**src/hw/rtl/polv_pkg.sv**
```systemverilog
// shared types and constants for the per-object label vote unit
package polv_pkg;

  localparam int SLOT_W  = 10;
  localparam int LABEL_W = 8;
  localparam int COUNT_W = 16;

  localparam logic [COUNT_W-1:0] COUNT_MAX = {COUNT_W{1'b1}};

  // control sequence of the unit
  typedef enum logic [1:0] {
    ST_CLEAR,
    ST_IDLE,
    ST_EXEC
  } vote_state_t;

  // one winner entry per object
  typedef struct packed {
    logic [LABEL_W-1:0] label;
    logic [COUNT_W-1:0] count;
  } win_entry_t;

  // result of one vote update
  typedef struct packed {
    logic [COUNT_W-1:0] bin;
    win_entry_t         win;
    logic               changed;
  } vote_upd_t;

endpackage

```
**src/hw/rtl/polv_vote_calc.sv**
```systemverilog
// bin increment and plurality winner update for one vote
module polv_vote_calc
  import polv_pkg::*;
(
  input  logic [LABEL_W-1:0] label,
  input  logic [COUNT_W-1:0] bin_old,
  input  win_entry_t         win_old,
  output vote_upd_t          upd
);

  logic [COUNT_W-1:0] bin_new;

  // saturating bin increment
  assign bin_new = (bin_old == COUNT_MAX) ? bin_old : bin_old + COUNT_W'(1);

  // winner follows its own bin, challenger takes over only when strictly ahead
  always_comb begin
    upd.bin     = bin_new;
    upd.win     = win_old;
    upd.changed = 1'b0;
    priority if (win_old.label == label) begin
      upd.win.count = (win_old.count == COUNT_MAX) ? win_old.count
                                                   : win_old.count + COUNT_W'(1);
    end else if (bin_new > win_old.count) begin
      upd.win.label = label;
      upd.win.count = bin_new;
      upd.changed   = 1'b1;
    end else begin
      // tie or behind: old winner stays
      upd.win = win_old;
    end
  end

endmodule

```
**config.mk**
```make
export PLATFORM = sky130hd
export DESIGN_NAME = polv_vote_calc
export DESIGN_NICKNAME = d
export VERILOG_FILES = /design/src/hw/rtl/polv_pkg.sv /design/src/hw/rtl/polv_vote_calc.sv
export SDC_FILE = /design/constraint.sdc
export NUM_CORES = 1
export LEC_CHECK = 0
export ABC_AREA = 0
export ABC_CLOCK_PERIOD_IN_PS = 10200
export BUFFER_PORTS_ARGS = -buffer_cell sky130_fd_sc_hd__buf_2
export CORE_ASPECT_RATIO = 0.8
export CORE_MARGIN = 8
export CORE_UTILIZATION = 25
export DETAILED_ROUTE_END_ITERATION = 10
export PLACE_DENSITY = 0.47
export RECOVER_POWER = 50
export REMOVE_ABC_BUFFERS = 1
export SYNTH_ARGS = -nofsm -noshare
export SYNTH_HDL_FRONTEND = slang
export SYNTH_SLANG_ARGS = --single-unit
export TNS_END_PERCENT = 1
```
**constraint.sdc**
```tcl
create_clock -name vclk -period 10.2
set_input_delay 1.53 -clock vclk [all_inputs]
set_output_delay 1.53 -clock vclk [all_outputs]
set_load 0.01 [all_outputs]
```
After elaboration in Yosys (flattened, before gate mapping)
Index checks and enable logic that the tools add are counted.

word-level totals
  flip-flop bits (word level) = 0
  input port bits = 48
  output and inout port bits = 41

cells by class
  equality and inequality tests = 3
  $add $sub $neg = 2
  mux-type cells = 7
  magnitude comparators = 1

operator list
  kind                                                              number
  16-bit two-way mux                                                3
  16-bit by 1-bit adder with 16-bit output (second input constant)  2
  16-bit == test (second input constant)                            2
  24-bit two-way mux                                                1
  16-bit greater-than comparator                                    1
  8-bit == test                                                     1
  8-bit two-way mux                                                 1
  1-bit two-way mux                                                 2

Depth between registers and ports, before layout
  depth after elaboration = 5
  mapped depth = 15
  mapped depth without buffers = 14

Least setup slack after synthesis
OpenSTA, ideal clock, no wires.

  kind = input port to output port
  start = input bin_old[0]
  end = output upd[1] in the netlist's numbering
  arrival = 4.762 ns
  path buffers = 1
  cell stages on the path = 13
  setup slack = 3.908 ns
  data required time = 8.670 ns
  cells stage by stage = ha_1 > and4_4 > or4b_4 > and3_2 > a21oi_1 > ha_1 > a21o_1 > a21oi_1 > o221ai_1 > o31ai_4 > nor2_4 > buf_2 > a221oi_1

RTL lines
  what             line                 RTL
  start, declared  polv_vote_calc.sv:6  input logic [COUNT_W-1:0] bin_old,
  end, declared    polv_vote_calc.sv:8  output vote_upd_t upd

==> results.toml <==
[outcome]
status = "finished clean"

[sta]
tns_ps = 0
rsz0062_at_grt = "false"
fin_crit_ps = 7820
fmax_mhz = 128
hold_viol = 0
worst_pin_slew_ps = 1460
timing.final.ws_setup_ps = 2380
fin_crit_sh_pct = 76.7
finalMaxSlewViolations = 0
relSlewSlack_pct = 2.35
finalSetupViolCount = 0

[worst_hold_path]
worstHoldPathType = "in2out"

[global_routing]
grt_start_max_net_pins = 29
antenna_found_initial = 0
overflow = 0
grt_pass1_vias = 2071
grtUsageTotal_pct = 13.3
grt_pass1_wl_um = 10400

[floorplanning]
rows = 26
dieArea_um2 = 9090
dieHeight_um = 86.9
initial_core_util_pct = 25.1
core_area_um2 = 6250
ios = 89
die_x_um = 105

[yosys]
yosys.area.top_type = "ha_1"
synth_area_um2 = 1570
yosysWarningCount = 0
synth_cell_types = 48
seq_area_frac_synth_pct = 0
synth_top_area_share_pct = 14.3
netlist_instances = 224
avgSynthCellArea_um2 = 7.01
ys_top_cells_by_area = "ha_1 14%, mux2_2 7.2%, xor2_1 5.6%"

[route]
drt_iter0_drc = 80
drt-total-wl_um = 6230
vias = 2022
dr.pass1.iters = 4
avgRoutedWirePerCell_um = 15.9
ant_nets = 0
drc = 0
via_per_inst = 5.15

[cells_and_area]
seqCellArea_um2 = 0
drive_gt1_share_pct = 28.8
nClkBuffers = 0
flops_and_latches = 0
most-common-layout-cells = "75 x buf_2, 21 x inv_1, 21 x nand2_1"
diodes = 0
final_common_cell = "buf_2"
area_growth_pct = 30.5
nets = 377

[pwr]
p_leak_uw = 0.000951
peakVddDrop_mv = 0.0112
pwr_density_cell_nw_per_um2 = 47.6

[setup_path]
critPathArrivalTime_ps = 6290
end_kind = "primary output"
crit_fanout = 18
critical_path_class = "in2out"
startpoint_type = "primary input"
crit_required_ps = 8670

[placement]
gp_congestion = 0.798
numPortBuffers = 89
dp_hpwl_um = 5370
preCtsSetupSlack_ps = 3300

[flow_run]
maxCapViolCount = 0

[clocking]
post-cts-setup-buffers = 0
hold_buffers = 0
cts_resized = 0
-- final cells by class --
class | instances | area [um2]
fillers | 727 | 4200
multi-input cells | 198 | 1430
repair buffers | 90 | 435
well taps | 84 | 105
inverters | 21 | 78.8
-- critical path, cell delays in order --
cell and delay (ps):
buf_2 120, ha_1 190, and4_1 270, or4b_1 660, and3_2 300, a21oi_1 260, ha_1 190, nand4_1 150
nor3_1 260, a21boi_0 330, o31ai_1 300, nor2_1 1160, mux2_2 430, buf_2 140
-- kinds of logic after synthesis --
logic type | count (synthesis) | synth area share, %
AOI/OAI and AO/OA | 52 | 24.5
xor gates and xnor gates | 18 | 10.0
adders and majority gates | 18 | 14.3
buffers and inverters | 26 | 7.17
muxes | 16 | 11.0
and+or+nand+nor | 94 | 32.9
-- final timing paths --
check                        from       to  slack, ps  cells after the start
worst min-delay path  win_old[18]  upd[19]       3400                      3
worst max-delay path   bin_old[0]  upd[22]       2380                     14
-- where the power goes --
part           internal, uW  switching, uW  total [uW]
Sequential                0              0           0
Combinational          40.9           56.7        97.6
Clock                     0              0           0
-- cell usage after synthesis, types with 5 or more instances --
cell type   n
nor3_1     12
nand2_1    21
o21ai_0     5
nor2_1     10
a221o_1     5
mux2i_1     6
mux2_2     10
nand4_1    13
nor4_1      6
xnor2_1     8
a21oi_1    14
xor2_1     10
nand3_1    14
inv_1      21
ha_1       18
-- routing by layer --
metal	up-vias	global-route usage [%]	wire length, um
met1	904	18.2	3060
met4	0	0	0
li1	1040	-	-
met3	0	2.74	491
met5	-	0	0
met2	78	22.2	2680
-- per-stage QoR --
stage / hold WS (ps) / cells / instance area [um2] / power [uW] / util (%)
2_1_floorplan: 3160 / 219 / 1540 / 55.6 / -
3_3_place_gp: 3400 / 393 / 2090 / 101 / 33.5
3_5_place_dp: 3400 / 393 / 2090 / 101 / 33.5
4_1_cts: 3400 / 393 / 2090 / 102 / 33.5
5_1_grt: 3420 / 393 / 2050 / 109 / 32.8
6_report: 3400 / 393 / 2050 / 97.6 / 32.8
(Power assumes the default switching activity.)
